==> config.mk <==
export PLATFORM = sky130hd
export DESIGN_NAME = pwh_err
export DESIGN_NICKNAME = d
export VERILOG_FILES = /design/src/rtl/pwh_pkg.sv /design/src/rtl/pwh_err.sv
export SDC_FILE = /design/constraint.sdc
export NUM_CORES = 1
export LEC_CHECK = 0
export ABC_AREA = 1
export BUFFER_PORTS_ARGS = -buffer_cell sky130_fd_sc_hd__buf_2
export CORE_MARGIN = 3
export CORE_UTILIZATION = 47
export DETAILED_ROUTE_END_ITERATION = 8
export PLACE_DENSITY_LB_ADDON = 0.15
export SYNTH_ARGS = -nofsm -noshare
export SYNTH_HDL_FRONTEND = slang
export SYNTH_SLANG_ARGS = --single-unit
==> constraint.sdc <==
create_clock -name clk -period 14 [get_ports clk]
set_input_delay 2.8 -clock clk [delete_from_list [all_inputs] [get_ports clk]]
set_output_delay 2.8 -clock clk [all_outputs]
set_load 0.03 [all_outputs]
==> src/rtl/pwh_pkg.sv <==
// Shared types and constants for the PID controller with on/off hysteresis.
package pwh_pkg;

  // Configuration port geometry.
  localparam int ADDR_W = 5;
  localparam int DATA_W = 32;

  // Register map, by register index (byte address is four times the index).
  typedef enum logic [2:0] {
    REG_PROP_GAIN     = 3'd0,
    REG_INTEG_GAIN    = 3'd1,
    REG_DERIV_GAIN    = 3'd2,
    REG_BAND_WIDTH    = 3'd3,
    REG_PID_ENABLE    = 3'd4,
    REG_ONOFF_ENABLE  = 3'd5,
    REG_FORCE_ENABLE  = 3'd6,
    REG_FORCE_VALUE   = 3'd7
  } reg_index_t;

  // Largest forced drive that is honored (100.0 in Q16.16).
  localparam logic [22:0] FORCE_MAX = 23'd6553600;

  // 1.0 in Q16.16, added while the on/off output is on.
  localparam logic [16:0] ONE_Q16 = 17'h10000;

  // The integral product is split at this bit of the error sum magnitude.
  localparam int SPLIT = 20;

  // Width of the accumulation of the drive terms.
  localparam int TOTAL_W = 64;

  // The integral term is clipped to plus or minus two to this power.
  localparam int TERM_SHIFT = 60;

  // Product limit in the high partial product, before the shift by SPLIT.
  localparam int HI_LIMIT_SHIFT = TERM_SHIFT - SPLIT;

  // Configuration register file contents.
  typedef struct packed {
    logic signed [31:0] prop_gain;
    logic signed [31:0] integral_gain_step;
    logic signed [31:0] deriv_gain_step;
    logic [15:0]        band_width;
    logic               pid_enable;
    logic               onoff_enable;
    logic               force_enable;
    logic [22:0]        force_value;
  } cfg_t;

  // Per-item control flags carried down the pipeline.
  typedef struct packed {
    logic forced;
    logic pid;
    logic onoff_on;
    logic sat;
  } step_flags_t;

endpackage

==> src/rtl/pwh_err.sv <==
// Input stage: error, saturating error sum, error difference, hysteresis, and state.
module pwh_err #(
  parameter int SAMPLE_BITS = 16,
  parameter int SUM_BITS    = 40
) (
  input  logic                              clk,
  input  logic                              rst,
  input  pwh_pkg::cfg_t                     cfg,
  input  logic                              clear_state,
  input  logic                              load,
  input  logic signed [SAMPLE_BITS-1:0]     setpoint,
  input  logic signed [SAMPLE_BITS-1:0]     measurement,
  input  logic                              restart,
  output pwh_pkg::step_flags_t              flags,
  output logic signed [SAMPLE_BITS:0]       err,
  output logic signed [SUM_BITS-1:0]        sum,
  output logic signed [SAMPLE_BITS+1:0]     diff
);
  import pwh_pkg::*;

  localparam int E_W   = SAMPLE_BITS + 1;
  localparam int D_W   = SAMPLE_BITS + 2;
  localparam int CMP_W = ((SAMPLE_BITS > 16) ? SAMPLE_BITS : 16) + 2;
  localparam logic [SUM_BITS-1:0] SUM_MAX = {1'b0, {(SUM_BITS-1){1'b1}}};
  localparam logic [SUM_BITS-1:0] SUM_MIN = {1'b1, {(SUM_BITS-1){1'b0}}};

  // Controller state.
  logic signed [SUM_BITS-1:0] error_sum;
  logic signed [E_W-1:0]      previous_error;
  logic                       onoff_level;

  logic                       forced;
  logic signed [SUM_BITS-1:0] base_sum;
  logic signed [E_W-1:0]      base_prev;
  logic                       base_level;
  logic signed [E_W-1:0]      err_now;
  logic [SUM_BITS:0]          sum_wide;
  logic                       sum_ovf;
  logic signed [SUM_BITS-1:0] sum_now;
  logic signed [D_W-1:0]      diff_now;
  logic signed [CMP_W-1:0]    sp_x;
  logic signed [CMP_W-1:0]    ms_x;
  logic signed [CMP_W-1:0]    half_x;
  logic signed [CMP_W-1:0]    lo_th;
  logic signed [CMP_W-1:0]    hi_th;
  logic                       level_now;

  // Forcing holds the state and bypasses the controller.
  assign forced = cfg.force_enable && (cfg.force_value <= FORCE_MAX);

  // A restart starts the step from cleared state.
  assign base_sum   = restart ? '0 : error_sum;
  assign base_prev  = restart ? '0 : previous_error;
  assign base_level = restart ? 1'b0 : onoff_level;

  // Error and its difference to the previous error.
  assign err_now  = {setpoint[SAMPLE_BITS-1], setpoint}
                  - {measurement[SAMPLE_BITS-1], measurement};
  assign diff_now = {err_now[E_W-1], err_now} - {base_prev[E_W-1], base_prev};

  // Saturating accumulation of the error.
  assign sum_wide = {base_sum[SUM_BITS-1], base_sum}
                  + {{(SUM_BITS+1-E_W){err_now[E_W-1]}}, err_now};
  assign sum_ovf  = sum_wide[SUM_BITS] != sum_wide[SUM_BITS-1];
  assign sum_now  = !sum_ovf ? sum_wide[SUM_BITS-1:0]
                  : (sum_wide[SUM_BITS] ? SUM_MIN : SUM_MAX);

  // On/off part with a hysteresis of half the band on either side.
  assign sp_x   = {{(CMP_W-SAMPLE_BITS){setpoint[SAMPLE_BITS-1]}}, setpoint};
  assign ms_x   = {{(CMP_W-SAMPLE_BITS){measurement[SAMPLE_BITS-1]}}, measurement};
  assign half_x = {{(CMP_W-15){1'b0}}, cfg.band_width[15:1]};
  assign lo_th  = sp_x - half_x;
  assign hi_th  = sp_x + half_x;
  always_comb begin
    if (ms_x < lo_th) begin
      level_now = 1'b1;
    end else if (ms_x > hi_th) begin
      level_now = 1'b0;
    end else begin
      level_now = base_level;
    end
  end

  // State update on each accepted, unforced transaction.
  always_ff @(posedge clk) begin
    if (rst || clear_state) begin
      error_sum      <= '0;
      previous_error <= '0;
      onoff_level    <= 1'b0;
    end else if (load && !forced) begin
      error_sum      <= cfg.pid_enable ? sum_now : base_sum;
      previous_error <= cfg.pid_enable ? err_now : base_prev;
      onoff_level    <= cfg.onoff_enable ? level_now : base_level;
    end
  end

  // Stage register toward the multipliers.
  always_ff @(posedge clk) begin
    if (load) begin
      flags.forced   <= forced;
      flags.pid      <= cfg.pid_enable;
      flags.onoff_on <= cfg.onoff_enable && level_now;
      flags.sat      <= cfg.pid_enable && sum_ovf;
      err            <= err_now;
      sum            <= sum_now;
      diff           <= diff_now;
    end
  end

endmodule

# == After elaboration in Yosys (flattened, before gate mapping) ==
# Cells that the tools add are included.
# totals
register_bits,137
output_inout_bits,79
wordCells,35
in_bits,175
# classes
muxes,10
reduce_logical,6
order_cmp,3
eq_ne,1
n_addsub,5
# ops
cell,count
2-to-1 mux 40 bit,4
adder 40 x 17 -> 41 bit,1
2-to-1 mux 17 bit,2
subtractor 16 x 16 -> 17 bit,2
"less-or-equal comparator 23 bit, second input constant",1
subtractor 17 x 17 -> 18 bit,1
adder 16 x 16 -> 17 bit,1
greater-than comparator 16 x 17 -> 1 bit,1
< comparator 16 x 17 -> 1 bit,1
logical AND 1 bit,4
2-to-1 mux 1 bit,4
zero test 1 bit,1
logical OR 1 bit,1
inequality test 1 bit,1

# == Logic depth before layout (Yosys ltp) ==
# depth
word_depth,5
mapped_depth,35
depth_no_buf,34

# == Worst setup path after synthesis ==
# No wires, ideal clock.
# synth_path
path_type,input to register
from,in measurement[6]
to,reg sum[10] (data pin)
arrival_ns,6.075
setup_time_ns,0.256
slack_ns,7.670
path_stages,29
path_buffers,2
required_ns,13.744
path_cell_list,inv_1 -> ha_1 -> nand2_1 -> nand2_1 -> a21oi_1 -> nand3_1 -> a21oi_1 -> o21bai_1 -> nand2_1 -> nand2_1 -> a21oi_1 -> inv_1 -> nand2_1 -> a21oi_1 -> nor2_1 -> xor2_1 -> ha_1 -> a21oi_1 -> o21ai_0 -> inv_1 -> nand3_1 -> nand2_1 -> nand2_1 -> nand2_1 -> nand3_2 -> nand4_2 -> buf_4 -> buf_2 -> nand2_1
# synth_via
elab_chain_len,4
word_cells_on_any_way,5
cone_classes,2 x add/sub; 1 x eq/ne; 2 x mux
# synth_lines
element,line_no,text
"start, declared",pwh_err.sv:12,"input logic signed [SAMPLE_BITS-1:0] measurement,"
subtractor 16 x 16 -> 17 bit (*),pwh_err.sv:58,"- {measurement[SAMPLE_BITS-1], measurement};"
net err_now[15],pwh_err.sv:36,logic signed [E_W-1:0] err_now;
adder 40 x 17 -> 41 bit (*),pwh_err.sv:63,"+ {{(SUM_BITS+1-E_W){err_now[E_W-1]}}, err_now};"
2-to-1 mux 40 bit / inequality test 1 bit (equally long branches),"pwh_err.sv:66, pwh_err.sv:64",
2-to-1 mux 40 bit (*),pwh_err.sv:65,assign sum_now = !sum_ovf ? sum_wide[SUM_BITS-1:0]
net sum_now[10],pwh_err.sv:39,logic signed [SUM_BITS-1:0] sum_now;
"end signal, assigned",pwh_err.sv:105,sum <= sum_now;
"end, declared",pwh_err.sv:16,"output logic signed [SUM_BITS-1:0] sum,"
# Mark *: on every way through the listed nets, which the timed path passes. The rest lies on a longest branch.
# A chain may end at the register's enable or synchronous reset.

# == Worst setup path in the final report ==
# layout_path
from,in measurement[4]
to,reg error_sum[6]
# layout_via
elab_chain_len,5
word_cells_on_any_way,6
cone_classes,2 x add/sub; 1 x eq/ne; 3 x mux
# layout_lines
element,line_no,text
subtractor 16 x 16 -> 17 bit (*),pwh_err.sv:58,
net err_now[15],pwh_err.sv:36,
adder 40 x 17 -> 41 bit (*),pwh_err.sv:63,
2-to-1 mux 40 bit / inequality test 1 bit (equally long branches),"pwh_err.sv:66, pwh_err.sv:64",
2-to-1 mux 40 bit (*),pwh_err.sv:65,
2-to-1 mux 40 bit (*),pwh_err.sv:91,error_sum <= cfg.pid_enable ? sum_now : base_sum;
"end signal, assigned",pwh_err.sv:91,
"end, declared",pwh_err.sv:28,logic signed [SUM_BITS-1:0] error_sum;
# Marked as above.

==> flow_summary.ini <==
[synthesis]
netlist_instances = 1741
synth_edf_count = 79
syn_nets = 2045
synth_cell_types = 45
async_flop_share = 0
synth_area_sq_um = 12090
ys_warn_count = 0
synth_top_flop_cell = edfxtp_1
synth-seq-cells = 137
syn_avg_cell_area_sq_um = 6.942
seq_area_frac_synth = 0.2924

[routing]
drc = 0
vias = 11634
routed_via_density = 5.243
wl_per_cell_um = 15.15
finalWirelength_um = 33630
drtPass1Iterations = 5
ant_nets = 0
detail_route.iter0.violations = 922

[critical_path]
end_kind = flop
cp.buffers_inverters = 6
worstPathArrival_ps = 7710
cpMostUsedCell = nand2_1
path_delay_family = simple AND/OR/NAND/NOR gates
cp_slowest_cell = buf_4
crit_cells = 33
slowest_delay_ps = 630
reg2reg_depth = 24
crit_path_start_kind = input port
path_max_fanout = 79
path_class = input port to flop
required_ps = 14300

[timing]
drv_slew = 0
setup_viol = 0
fmax_ghz = 0.1350
period_needed_ps = 7409
rsz0062_at_grt = false
setup_tns_ps = 0
slew_headroom = 0.3238
finClkSkew_ps = 12.40
min_period_over_period = 0.5292
hold_viol = 0
tightest_slew_ps = 1014

[floorplan]
coreArea_sq_um = 25250
die_h_um = 166.4
fp.dieW_um = 166.4
ios = 254
die_area_sq_um = 27670
placement_rows = 58
start_util = 0.4785

[clock_network]
numCtsBuffers = 17
cts_max_level = 4
cts_tree = built
ctsHoldBuffers = 0
clk_latency_ps = 440
cts-resized-gates = 0
cts-root-buf = clkbuf_16
clk_pin_slew_worst_paths_ps = 70
post_cts_buffers = 0
cts_buffer_depth = 2
cts_sinks = 137

[final_layout]
multi_input_area_sq_um = 7518
finish.instance_area_sq_um = 13710
nets = 2180
syn2layout_area_growth_pct = 13.41
nFillCells = 2589
stdcell_count = 2219
seqCellArea_sq_um = 3533
drive_gt1_frac = 0.1212
antenna_cells = 0

[pwr]
p_leak_nw = 6.900
p_per_area_nw_per_um2 = 117.4
power.total_mw = 1.610
vdd_drop_max_v = 0.00008828

[worst_hold_path]
whs_path_depth = 2
hp-class = flop to flop

[grt]
grt_overflow_total = 0
grtUsageTotal = 0.2392
grt_pass1_vias = 10674
grt_max_degree = 81
grt_pass1_wl_um = 54700
antenna_found_initial = 0

[placed_design]
place_congestion = 0.9122
numPortBuffers = 156
place_inst = 2187
placed_cell_area_sq_um = 13120
hpwl_um = 25410

[run]
drv_cap = 0

[outcome]
status = complete, no violations
cell type report:
| cell class | count | share of cell area |
|---|---|---|
| Multi-Input combinational cell | 1340 | 0.5486 |
| Sequential cell | 137 | 0.2578 |
| Timing Repair Buffer | 165 | 0.06208 |
| Inverter | 215 | 0.05888 |
| Clock buffer | 18 | 0.03131 |
| Tap cell | 330 | 0.03013 |
| Clock inverter | 14 | 0.01123 |
tightest hold or removal path, stage by stage (launching register included):
cell and delay, ps:
dfxtp_1 310, nand2_1 60, a21oi_1 50
sequential cells by signal (all words and copies together), names as in the netlist:
register / count
error_sum: 40
sum: 40
diff: 18
err: 17
previous_error: 17
flags: 4
onoff_level: 1
synth_stat cells, types with 3 or more instances:
master / number / area (sq um)
a211oi_1: 5 / 37.54
a21o_1: 3 / 22.52
a21oi_1: 196 / 980.9
a31oi_1: 12 / 75.07
and2_1: 3 / 18.77
buf_1: 7 / 26.28
buf_2: 7 / 35.03
buf_6: 4 / 45.04
clkbuf_1: 29 / 108.9
clkinv_1: 4 / 15.01
dfxtp_1: 58 / 1161
edfxtp_1: 79 / 2372
fa_1: 5 / 100.1
ha_1: 124 / 1551
inv_1: 210 / 788.3
nand2_1: 480 / 1802
nand2_2: 15 / 93.84
nand3_1: 102 / 510.5
nand3_2: 9 / 90.09
nand3b_1: 5 / 37.54
nand4_1: 20 / 125.1
nor2_1: 154 / 578.1
nor3_1: 15 / 75.07
nor4_1: 6 / 37.54
o211ai_1: 8 / 60.06
o21ai_0: 57 / 285.3
o21bai_1: 18 / 135.1
o31ai_1: 3 / 22.52
xnor2_1: 21 / 183.9
xor2_1: 63 / 551.8
per-stage QoR:
step / worst slack, ps / hold WS (ps) / utilization
6_report: 6591 / 464.5 / 0.5427
2_1_floorplan: 7670 / 445.0 / -
5_1_grt: 6032 / 476.0 / 0.5427
4_1_cts: 6675 / 465.2 / 0.5427
3_3_place_gp: 6189 / 452.1 / 0.5196
3_5_place_dp: 6256 / 455.3 / 0.5196
worst paths after layout:
check,slack [ps],start,end
max,6590,measurement[4],error_sum[6]
min reg2reg,460,error_sum[24],error_sum[24]
max reg2reg,10040,error_sum[2],error_sum[8]
min,460,error_sum[24],error_sum[24]
metal layers:
| metal | global-route usage | wire [um] | up-vias |
|---|---|---|---|
| li1 | - | - | 6029 |
| met1 | 0.3651 | 17150 | 5254 |
| met2 | 0.3600 | 14040 | 325 |
| met3 | 0.03975 | 2072 | 26 |
| met4 | 0.04519 | 361 | 0 |
| met5 | 0 | 0 | - |
power by group:
part	internal (mW)	switching, mW	total, mW
clock network	0.252	0.200	0.452
registers	0.498	0.0137	0.512
logic	0.199	0.447	0.646
cells by family (layout without fill, tap and decap cells):
kind of cell | count (synthesis) | count (layout) | share of synthesized area
AOI/OAI and AO/OA | 311 | 311 | 0.1396
xor gates and xnor gates | 84 | 84 | 0.06088
adders and majority gates | 129 | 129 | 0.1367
buffers and inverters | 264 | 412 | 0.08645
DFF | 137 | 137 | 0.2924
and+or+nand+nor | 816 | 816 | 0.2841
cell usage in the layout (no fill, tap or decap), drive strengths merged, types with 6 or more instances in the layout:
master | netlist | layout
nor2 | 157 | 157
nand2 | 497 | 497
nor4 | 6 | 6
xnor2 | 21 | 21
o211ai | 8 | 8
inv | 211 | 219
a31oi | 12 | 12
dfxtp | 58 | 58
o21ai | 59 | 59
nor3 | 15 | 15
a21oi | 197 | 197
nand4 | 21 | 21
edfxtp | 79 | 79
o21bai | 18 | 18
xor2 | 63 | 63
ha | 124 | 124
nand3 | 111 | 111
buf | 20 | 165
clkinv | 4 | 7
clkbuf | 29 | 18
No activity file was read; power rests on OpenSTA's default activity.
