$ cat src/rtl/pwh_pkg.sv
// Shared types and constants for the PID controller with on/off hysteresis.
package pwh_pkg;

  // Configuration port geometry.
  localparam int ADDR_W = 5;
  localparam int DATA_W = 32;

  // Register map, by register index (byte address is four times the index).
  typedef enum logic [2:0] {
    REG_PROP_GAIN     = 3'd0,
    REG_INTEG_GAIN    = 3'd1,
    REG_DERIV_GAIN    = 3'd2,
    REG_BAND_WIDTH    = 3'd3,
    REG_PID_ENABLE    = 3'd4,
    REG_ONOFF_ENABLE  = 3'd5,
    REG_FORCE_ENABLE  = 3'd6,
    REG_FORCE_VALUE   = 3'd7
  } reg_index_t;

  // Largest forced drive that is honored (100.0 in Q16.16).
  localparam logic [22:0] FORCE_MAX = 23'd6553600;

  // 1.0 in Q16.16, added while the on/off output is on.
  localparam logic [16:0] ONE_Q16 = 17'h10000;

  // The integral product is split at this bit of the error sum magnitude.
  localparam int SPLIT = 20;

  // Width of the accumulation of the drive terms.
  localparam int TOTAL_W = 64;

  // The integral term is clipped to plus or minus two to this power.
  localparam int TERM_SHIFT = 60;

  // Product limit in the high partial product, before the shift by SPLIT.
  localparam int HI_LIMIT_SHIFT = TERM_SHIFT - SPLIT;

  // Configuration register file contents.
  typedef struct packed {
    logic signed [31:0] prop_gain;
    logic signed [31:0] integral_gain_step;
    logic signed [31:0] deriv_gain_step;
    logic [15:0]        band_width;
    logic               pid_enable;
    logic               onoff_enable;
    logic               force_enable;
    logic [22:0]        force_value;
  } cfg_t;

  // Per-item control flags carried down the pipeline.
  typedef struct packed {
    logic forced;
    logic pid;
    logic onoff_on;
    logic sat;
  } step_flags_t;

endpackage

$ cat src/rtl/pwh_cfg.sv
// APB-style configuration registers and the state-clear strobe.
module pwh_cfg (
  input  logic                          clk,
  input  logic                          rst,
  input  logic                          psel,
  input  logic                          penable,
  input  logic                          pwrite,
  input  logic [pwh_pkg::ADDR_W-1:0]    paddr,
  input  logic [pwh_pkg::DATA_W-1:0]    pwdata,
  output logic [pwh_pkg::DATA_W-1:0]    prdata,
  output logic                          pready,
  output pwh_pkg::cfg_t                 cfg,
  output logic                          clear_state
);
  import pwh_pkg::*;

  logic       write_en;
  reg_index_t idx;

  assign pready   = 1'b1;
  assign write_en = psel && penable && pwrite && pready;
  assign idx      = reg_index_t'(paddr[ADDR_W-1:2]);

  // Register writes.
  always_ff @(posedge clk) begin
    if (rst) begin
      cfg <= '0;
    end else if (write_en) begin
      case (idx)
        REG_PROP_GAIN:    cfg.prop_gain          <= pwdata;
        REG_INTEG_GAIN:   cfg.integral_gain_step <= pwdata;
        REG_DERIV_GAIN:   cfg.deriv_gain_step    <= pwdata;
        REG_BAND_WIDTH:   cfg.band_width         <= pwdata[15:0];
        REG_PID_ENABLE:   cfg.pid_enable         <= pwdata[0];
        REG_ONOFF_ENABLE: cfg.onoff_enable       <= pwdata[0];
        REG_FORCE_ENABLE: cfg.force_enable       <= pwdata[0];
        REG_FORCE_VALUE:  cfg.force_value        <= pwdata[22:0];
        default: ;
      endcase
    end
  end

  // Writing the integral or derivative gain, or the PID or on/off enable, clears the controller state.
  always_comb begin
    clear_state = 1'b0;
    case (idx)
      REG_INTEG_GAIN, REG_DERIV_GAIN, REG_PID_ENABLE, REG_ONOFF_ENABLE: clear_state = write_en;
      default: clear_state = 1'b0;
    endcase
  end

  // Read back.
  always_comb begin
    case (idx)
      REG_PROP_GAIN:    prdata = cfg.prop_gain;
      REG_INTEG_GAIN:   prdata = cfg.integral_gain_step;
      REG_DERIV_GAIN:   prdata = cfg.deriv_gain_step;
      REG_BAND_WIDTH:   prdata = {16'b0, cfg.band_width};
      REG_PID_ENABLE:   prdata = {31'b0, cfg.pid_enable};
      REG_ONOFF_ENABLE: prdata = {31'b0, cfg.onoff_enable};
      REG_FORCE_ENABLE: prdata = {31'b0, cfg.force_enable};
      REG_FORCE_VALUE:  prdata = {9'b0, cfg.force_value};
      default:          prdata = '0;
    endcase
  end

endmodule

$ cat config.mk
export PLATFORM = sky130hd
export DESIGN_NAME = pwh_cfg
export DESIGN_NICKNAME = d
export VERILOG_FILES = /design/src/rtl/pwh_pkg.sv /design/src/rtl/pwh_cfg.sv
export SDC_FILE = /design/constraint.sdc
export NUM_CORES = 1
export LEC_CHECK = 0
export BUFFER_PORTS_ARGS = -buffer_cell sky130_fd_sc_hd__buf_2
export CORE_MARGIN = 4
export CORE_UTILIZATION = 40
export CTS_CLUSTER_DIAMETER = 200
export CTS_CLUSTER_SIZE = 16
export DETAILED_ROUTE_END_ITERATION = 10
export GPL_ROUTABILITY_DRIVEN = 0
export GPL_TIMING_DRIVEN = 0
export PLACE_DENSITY = 0.69
export SLEW_MARGIN = 30
export SYNTH_ARGS = -nofsm -noshare
export SYNTH_HDL_FRONTEND = slang
export SYNTH_SLANG_ARGS = --single-unit
$ cat constraint.sdc
create_clock -name clk -period 1.2 [get_ports clk]
set_input_delay 0.06 -clock clk [delete_from_list [all_inputs] [get_ports clk]]
set_output_delay 0.06 -clock clk [all_outputs]
set_load 0.005 [all_outputs]
Yosys cells after proc, flatten, opt, wreduce, memory -nomap -nowiden:

Index checks and enable logic that the tools add are counted.

* reductions and logical operators: 12
* equal/unequal tests: 7
* multiplexer cells: 2

Operator list (number)
* case mux 32 bit (8 select lines): 1
* AND reduction 2 bit: 8
* equality test 3 bit, second input constant: 4
* equality test 3 x 2 -> 1 bit, second input constant: 2
* OR reduction 4 bit: 1
* equality test 3 x 1 -> 1 bit, second input constant: 1
* zero test 3 bit: 1
* logical AND 1 bit: 2
* 2-to-1 mux 1 bit: 1

* output and inout port bits: 172
* bits in registers: 138
* input port bits: 42
* logic and storage cells: 29

Logic depth before layout (Yosys ltp):

Gate-level depths: netlist of the first run.

* depth after elaboration: 3
* mapped depth: 8
* depth with buffers taken out: 4

Worst setup path after synthesis of the first run:

No wires, ideal clock.

* kind: input to register
* start: input port paddr[2] (netlist name)
* end: register cfg[124] (netlist name)
* path buffers: 4
* arrival: 1.123 ns
* slack: -0.056 ns
* library setup time: 0.132 ns
* cell stages on the path: 8
* data required time: 1.068 ns
* cells stage by stage: buf_2 > or2_1 > buf_6 > or2_1 > buf_2 > buf_6 > nand2_1 > a21oi_1

* cells in the longest elaborated chain, start to end: 2

Ends and longest elaborated chain
* start: declaration: RTL line pwh_cfg.sv:8 `input logic [pwh_pkg::ADDR_W-1:0] paddr,`
* zero test 3 bit: RTL line pwh_cfg.sv:29 `case (idx)`
* AND reduction 2 bit (no source line)
* end: declaration: RTL line pwh_cfg.sv:12 `output pwh_pkg::cfg_t cfg,`

Every way passes these cells.
A chain may end at the register's enable or synchronous reset.

Final worst setup path of the first run:

* start: register cfg[88] (netlist name)
* end: output port prdata[14] (netlist name)

* cells in the longest elaborated chain, start to end: 1

Ends and longest elaborated chain
* case mux 32 bit (8 select lines): RTL line pwh_cfg.sv:54 `case (idx)`
* end: declaration: RTL line pwh_cfg.sv:10 `output logic [pwh_pkg::DATA_W-1:0] prdata,`

Every way passes these cells.

==> run metrics, run 1 <==
EDFF count, synth 0; LEAKAGE 3.926 nW; Clk Latency, worst-skew pair 0.43 ns; average cell area after synthesis 7.397 µm²; final setup fails 32; total track usage 0.2719; Final Worst Setup Slack -0.2954 ns; slowest CP cell dfxtp_2; Initial Util 0.4151; layout cells sized above 1 0.3966; via count 7101; synth top area cells dfxtp_1, nand2_1, a21oi_1; ANT cells 0; Yosys cell types 30; Worst Setup End Kind output port; Yosys reg bits 138; max reg flops 138; Final ANT Viol Nets 0; CP Launch Type flop; Ys Warns 0; crit path cell chain nand2b_1, a32oi_1, o21ai_0, buf_2; Die Ht 131.7 µm; CTS tree yes; Clk pin slew, worst setup/hold paths 0.07 ns; Slew Limit Fails 0; root buffer cell clkbuf_16; worst clock skew 0 ns; clk buf depth 2; Core Area 14750 µm²; CP Buf/Inv Count 1; setup TNS -4.929 ns; Critical Setup Path Class reg2out; asr flop ratio synth 0; initial antenna violation count 0; # IOs 214; NumNets Final 1161; residual DRC count 0; Worst VDD drop 0.0009763 V; WP data required 1.14 ns; Overflow after GRT 0; min cycle time layout 1.495 ns; Regs by FF count cfg: 138 flops; Die W 131.7 µm; slowest cell delay on critical path 0.34 ns; post-synth top area share 0.4511; Vias/cell 5.396; final hold violation count 0; H-Tree Depth 4; Max-Cap Viols 0; Die ar. 17360 µm²; Max Clk Rate 668.7 MHz; Slew headroom 0.4817; instance area at placement 7411 µm²; Arrival @ worst endpoint 1.44 ns; Min Hold Slack 0.06521 ns; Power Dens Cells 1266 nW/µm²; number of DRC markers in iteration 0 672; Mapped Area 6125 µm²; RSZ-0062 raised after global routing yes; Detail Placement HPWL 16370 µm; routed wire length 24600 µm; port bufs 206; Sink Count 138; status finished, violations left; largest register by flop count cfg; failing checks negative setup slack; actual slew at the worst max-slew pin 0.7774 ns; Top delay family on crit path compound AO/OA/AOI/OAI gates; Synth Instances 828; post-synthesis sequential area ratio 0.4511; Worst Hold Class in2reg; CP Max Fanout 4; CTS Buf Count 17; pin count of the biggest net entering global routing 17; area leader, netlist dfxtp_1; DRT Pass-1 Iters 5; cell area after layout 8977 µm²; Rows 44; first-pass GRT wire length 37440 µm; Synthesized Nets 870; Final period util 1.246; vias in the first global route 6667; most common cell in the netlist nand2_1; list of most frequent post-synthesis cells nand2_1, a21oi_1, dfxtp_1, nor2_1, buf_2; area grow syn2layout 46.58%; Primary FF master, synth dfxtp_1; WL/cell 18.69 µm
## what timing repair did
| action | 4_1_cts | 5_1_grt |
|---|---|---|
| setup endpoints to repair | 33 | 73 |
| resized for setup | 99 | 70 |
| buffers inserted | 25 | 11 |
| hold buffers | 32 | 0 |
| hold endpoints to repair | 138 | 0 |
| pin swaps | 8 | 14 |
## worst paths after layout
check	startpoint	end	slack, ns	cells after the start
min	paddr[4]	cfg[24]	0.07	5
min reg2reg	cfg[84]	cfg[84]	0.46	2
max	cfg[88]	prdata[14]	-0.30	4
max reg2reg	cfg[105]	cfg[105]	0.37	4
## metrics by stage
stage	total power, W	std cells	setup slack (ns)	util
final	0.01136	1316	-0.2954	0.6085
after global routing	0.01166	1316	-0.3123	0.6085
after CTS	0.01133	1305	-0.2408	0.5920
after detailed placement	0.005426	1218	-0.4598	0.5023
after global placement	0.005425	1218	-0.4672	0.5023
after floorplan	0.005075	828	-0.01187	-
## cell usage in the layout (no fill, tap or decap), types with 5 or more instances in the layout
| cell type | count |
|---|---|
| dfxtp_1 | 63 |
| nand2_1 | 289 |
| a21oi_2 | 7 |
| mux2_4 | 6 |
| clkbuf_16 | 17 |
| o21bai_1 | 7 |
| nor2b_1 | 7 |
| buf_2 | 224 |
| mux2i_1 | 20 |
| bufinv_16 | 5 |
| buf_4 | 44 |
| a32oi_1 | 10 |
| dlygate4sd3_1 | 32 |
| clkbuf_1 | 19 |
| clkbuf_2 | 5 |
| buf_6 | 14 |
| a21oi_1 | 155 |
| dfxtp_2 | 74 |
| nand3_1 | 7 |
| nor2_1 | 33 |
| a22oi_2 | 10 |
| nand2b_1 | 12 |
| inv_2 | 6 |
| o21ai_1 | 18 |
## final cells by class
class / instances / area [µm²]
clock inverters: 14 / 220.2
fillers: 1353 / 5777
repair buffers: 274 / 1632
clock buffers: 18 / 439.2
inverters: 7 / 26.28
multi-input cells: 613 / 3124
flip-flops and latches: 138 / 2859
well taps: 184 / 230.2
plain buffers: 68 / 446.7
## routing by layer
metal,track usage,vias to the layer above,routed length (µm)
met3,0.06221,59,1958
met1,0.3546,3377,10320
met5,0,-,0
met4,0.1079,0,817
met2,0.4381,350,11510
li1,-,3315,-
## logic make-up (layout without fill, tap and decap cells)
family                 Yosys count  after routing  synth area share
multiplexers                    30             30           0.05107
other                            1              1         0.0006123
AO/OA/AOI/OAI                  215            215            0.1894
buffers and inverters           77            381           0.06456
flip-flops                     138            138            0.4511
AND/OR/NAND/NOR                367            367            0.2433
## tightest hold or removal path: stages
cell     delay [ns]
buf_6          0.11
nand2_1        0.11
nor2_1         0.06
nand2_1        0.06
a21oi_1        0.05
## where the power goes
part | internal, W | switching, W
registers | 0.00461 | 0.0000265
logic | 0.000319 | 0.000531
clock network | 0.00375 | 0.00212
Power figures use the tool's default switching activity.
==> run 2, diff against run 1 <==
--- a/config.mk
+++ b/config.mk
@@ -8,6 +8,7 @@
 export BUFFER_PORTS_ARGS = -buffer_cell sky130_fd_sc_hd__buf_2
 export CORE_MARGIN = 4
 export CORE_UTILIZATION = 40
+export CTS_BUF_LIST = sky130_fd_sc_hd__clkbuf_8
 export CTS_CLUSTER_DIAMETER = 200
 export CTS_CLUSTER_SIZE = 16
 export DETAILED_ROUTE_END_ITERATION = 10
==> run 2 against run 1 <==
Net effect: the run still ends with negative setup slack left; critical endpoint unchanged; via count is 0.32% lower; combinational power is 0.8% higher; flip-flop and latch count stayed put; sequential power hardly changed; total power is 12% lower; sequential share of layout area is 0.55 points higher; register-to-register slack better by 0.08 ns; largest power group is now sequential cells.
==> run metrics, run 2 (synthesized netlist as in run 1, its figures left out) <==
Overflow after GRT 0; WP data required 1.14 ns; Max Clk Rate 644.2 MHz; largest register by flop count cfg; Clk Latency, worst-skew pair 0.47 ns; Core Area 14750 µm²; residual DRC count 0; WL/cell 18.77 µm; vias in the first global route 6710; Worst VDD drop 0.0007312 V; Critical Setup Path Class reg2out; Power Total 0.01001 W; RSZ-0062 raised after global routing yes; setup TNS -6.430 ns; Clk pin slew, worst setup/hold paths 0.09 ns; number of DRC markers in iteration 0 602; Max-Cap Viols 0; Die Ht 131.7 µm; Rows 44; initial antenna violation count 0; LEAKAGE 3.867 nW; Layout Cells excl Fill 1322; clk buf depth 2; DRT Pass-1 Iters 5; CTS tree yes; Min Hold Slack 0.03264 ns; area grow syn2layout 44.04%; area of the multi-input gates 3129 µm²; min cycle time layout 1.552 ns; most common cell after layout, fill and taps aside nand2_1; post-layout util 0.5979; NumNets Final 1167; Final Worst Setup Slack -0.3522 ns; Detail Placement HPWL 16370 µm; Slew headroom 0.4718; Placed Instances 1218; Die ar. 17360 µm²; Arrival @ worst endpoint 1.49 ns; total track usage 0.2726; port bufs 206; Final period util 1.294; final hold violation count 0; actual slew at the worst max-slew pin 0.7924 ns; Regs by FF count cfg: 138 flops; Vias/cell 5.354; final setup fails 32; Sink Count 138; Power Dens Cells 1135 nW/µm²; Worst Hold Class in2reg; CTS Buf Count 17; root buffer cell clkbuf_8; failing checks negative setup slack; H-Tree Depth 4; register area 2858 µm²; Die W 131.7 µm; Slew Limit Fails 0; status finished, violations left; worst clock skew 0 ns; # IOs 214; ANT cells 0; Final ANT Viol Nets 0; CP Launch Type flop; via count 7078; most frequent cells in the layout nand2_1, buf_2, a21oi_1, dfxtp_2, dfxtp_1; layout cells sized above 1 0.4016; first-pass GRT wire length 37490 µm; Initial Util 0.4151; pin count of the biggest net entering global routing 17; max reg flops 138; FILL cells 1362; Worst Setup End Kind output port; routed wire length 24810 µm; CP Max Fanout 4
run 2: routing by layer:
layer | vias up | routed length (µm) | GRT usage
li1 | 3330 | - | -
met1 | 3323 | 10250 | 0.3465
met2 | 371 | 11530 | 0.4355
met3 | 54 | 2177 | 0.07557
met4 | 0 | 856 | 0.1179
met5 | - | 0 | 0
run 2: critical path: stages (launching register included):
cell and delay, ns:
dfxtp_2 0.35, nand2b_1 0.14, a32oi_1 0.22, o21ai_0 0.14
buf_2 0.18
run 2: repair_timing:
action,4_1_cts,5_1_grt
endpoints found under the hold margin,138,0
cloned,0,0
buffers inserted,35,7
resized for setup,100,66
hold buffers,32,0
endpoints found under the setup margin,33,38
pin swaps,13,11
run 2: power breakdown:
| group | switching, W | leakage [nW] | internal [W] |
|---|---|---|---|
| Sequential | 0.0000261 | 1.15 | 0.00461 |
| Clock | 0.00198 | 0.221 | 0.00254 |
| Combinational | 0.000537 | 2.50 | 0.000319 |
| Total | 0.00255 | 3.87 | 0.00746 |
run 2: worst paths after layout:
kind / startpoint / end / slack (ns) / cells past startpoint
setup / recovery: cfg[88] / prdata[14] / -0.35 / 4
setup reg to reg: cfg[23] / cfg[23] / 0.45 / 3
hold / removal: paddr[4] / cfg[24] / 0.03 / 5
hold reg to reg: cfg[34] / cfg[34] / 0.46 / 2
run 2: metrics by stage:
step / setup slack (ns) / area, µm²
floorplan: -0.01187 / 6150
global placement: -0.4672 / 7411
detailed placement: -0.4598 / 7411
CTS: -0.2975 / 8605
global route: -0.3711 / 8822
finish: -0.3522 / 8822
run 2: final cells by class:
cell class | instances | share of cell area
clock inverters | 14 | 0.02496
repair buffers | 280 | 0.1889
well taps | 184 | 0.02610
flip-flops and latches | 138 | 0.3239
multi-input cells | 613 | 0.3547
clock buffers | 18 | 0.02808
plain buffers | 68 | 0.05035
inverters | 7 | 0.002978
==> run 3, diff against run 2 <==
--- a/config.mk
+++ b/config.mk
@@ -5,7 +5,7 @@
 export SDC_FILE = /design/constraint.sdc
 export NUM_CORES = 1
 export LEC_CHECK = 0
-export BUFFER_PORTS_ARGS = -buffer_cell sky130_fd_sc_hd__buf_2
+export BUFFER_PORTS_ARGS = -buffer_cell sky130_fd_sc_hd__clkbuf_2
 export CORE_MARGIN = 4
 export CORE_UTILIZATION = 40
 export CTS_BUF_LIST = sky130_fd_sc_hd__clkbuf_8
==> run 3 against run 2 <==
Net effect: the run still ends with negative setup slack left; clock skew stayed put; flip-flop and latch count stayed put; core utilization is 0.76 points higher; global-route usage is 0.086 points higher; largest cell class unchanged; first-iteration DRC count is 32% higher; worst setup slack better by 0.057 ns; fmax is 3.8% higher; combinational power is 1% higher; register-to-register slack worse by 0.06 ns; clock power is 7.1% lower; critical endpoint is now prdata[0]; largest power group unchanged; sequential share of layout area is 0.41 points lower.
==> run metrics, run 3 (synthesized netlist as in run 1, its figures left out) <==
CP Launch Point cfg[26]; first-pass GRT wire length 37200 µm; CTS tree yes; pin count of the biggest net entering global routing 17; ANT cells 0; most frequent cells in the layout nand2_1, clkbuf_2, a21oi_1, dfxtp_2, buf_4; # IOs 214; Rows 44; WL/cell 18.31 µm; r2r setup slk 0.39 ns; Die ar. 17360 µm²; initial antenna violation count 0; final hold violation count 0; Sink Count 138; Core Area 14750 µm²; Initial Util 0.4151; worst clock skew 0 ns; port bufs 206; pre-CTS setup slack -0.4630 ns; Clk pin slew, worst setup/hold paths 0.08 ns; clk buf depth 2; max reg flops 138; Final period util 1.246; NetSw 0.002498 W; failing checks negative setup slack; Slew Limit Fails 0; final setup fails 33; WP data required 1.14 ns; internal power 0.007198 W; routed wire length 24570 µm; status finished, violations left; most common cell after layout, fill and taps aside nand2_1; root buffer cell clkbuf_8; RSZ-0062 raised after global routing yes; Slew headroom 0.4695; Die W 131.7 µm; Max-Cap Viols 0; Reg2Reg Launch Point cfg[32]; Max Clk Rate 668.8 MHz; Worst Setup End Kind output port; Vias/cell 5.293; post-layout util 0.6056; setup TNS -5.734 ns; CTS Buf Count 17; Power Dens Cells 1085 nW/µm²; area grow syn2layout 45.88%; Final Worst Setup Slack -0.2952 ns; residual DRC count 0; Worst Hold Class in2reg; number of DRC markers in iteration 0 792; Arrival @ worst endpoint 1.44 ns; min cycle time layout 1.495 ns; clock share of power 0.433; Overflow after GRT 0; actual slew at the worst max-slew pin 0.7958 ns; CP Launch Type flop; via count 7103; LEAKAGE 3.819 nW; Clk Latency, worst-skew pair 0.46 ns; CP Max Fanout 2; Critical Setup Path Class reg2out; Sequential Power Share 0.478; Die Ht 131.7 µm; Comb pwr share 0.089; Final ANT Viol Nets 0; Regs by FF count cfg: 138 flops; H-Tree Depth 4; Worst VDD drop 0.0006190 V; vias in the first global route 6526; largest register by flop count cfg; Detail Placement HPWL 16400 µm; NumNets Final 1187; Switching Fraction 0.2576; total track usage 0.2735; layout cells sized above 1 0.4119; Min-Delay Startpoint paddr[2]; DRT Pass-1 Iters 5
==> run 3: changes by cell type in the layout (fill, tap and decap cells not counted), sizes merged <==
cell / delta
clkinvlp: -1
clkbuf: +194
dlygate4sd3: +1
inv: -1
buf: -176
bufinv: -1
clkinv: +4
==> run 3: cell type report <==
cell class	count	area [µm²]
multi-input cells	613	3124
fillers	1362	5819
repair buffers	300	1819
flip-flops and latches	138	2858
inverters	7	26.28
well taps	184	230.2
plain buffers	68	441.7
clock buffers	17	234.0
clock inverters	15	201.4
==> run 3: final timing paths <==
path | endpoint | depth (start not counted)
worst max-delay path | prdata[0] | 5
worst max register to register | cfg[32] | 4
worst min register to register | cfg[132] | 2
worst min-delay path | cfg[24] | 4
==> run 3: power groups by stage <==
stage / sequential (W) / combinational [W] / clock [W]
finish: 0.00464 / 0.000866 / 0.00420
global route: 0.00464 / 0.000917 / 0.00441
global placement: 0.00474 / 0.000679 / 0
CTS: 0.00463 / 0.000819 / 0.00422
floorplan: 0.00474 / 0.000334 / 0
detailed placement: 0.00474 / 0.000680 / 0
==> run 3: metrics by stage <==
stage	total power, W	area [µm²]	cells	hold WS, ns
after floorplan	0.005075	6150	828	0.1960
after global placement	0.005423	7411	1218	0.3220
after detailed placement	0.005425	7411	1218	0.3205
after CTS	0.009674	8786	1334	0.001342
after global routing	0.009967	8935	1342	0.05689
final	0.009696	8935	1342	0.03605
==> run 3: per-layer routing <==
| layer | part of all wire | up-vias | GRT usage |
|---|---|---|---|
| met5 | 0 | - | 0 |
| met4 | 0.035 | 0 | 0.1278 |
| met3 | 0.084 | 60 | 0.05382 |
| met2 | 0.46 | 351 | 0.4301 |
| met1 | 0.42 | 3312 | 0.3631 |
| li1 | - | 3380 | - |
==> run 3: what timing repair did <==
| action | 4_1_cts | 5_1_grt |
|---|---|---|
| setup buffers | 53 | 8 |
| hold buffers | 33 | 0 |
| setup endpoints to repair | 33 | 68 |
| hold endpoints to repair | 138 | 0 |
| gates resized for setup | 130 | 44 |
| pin swaps | 15 | 8 |
==> run 3: critical path, stage by stage, from the launching register on <==
cell and delay (ns):
dfxtp_2 0.34, nand2_2 0.07, o22ai_2 0.18, a211oi_2 0.08
a21oi_2 0.17, clkbuf_2 0.13
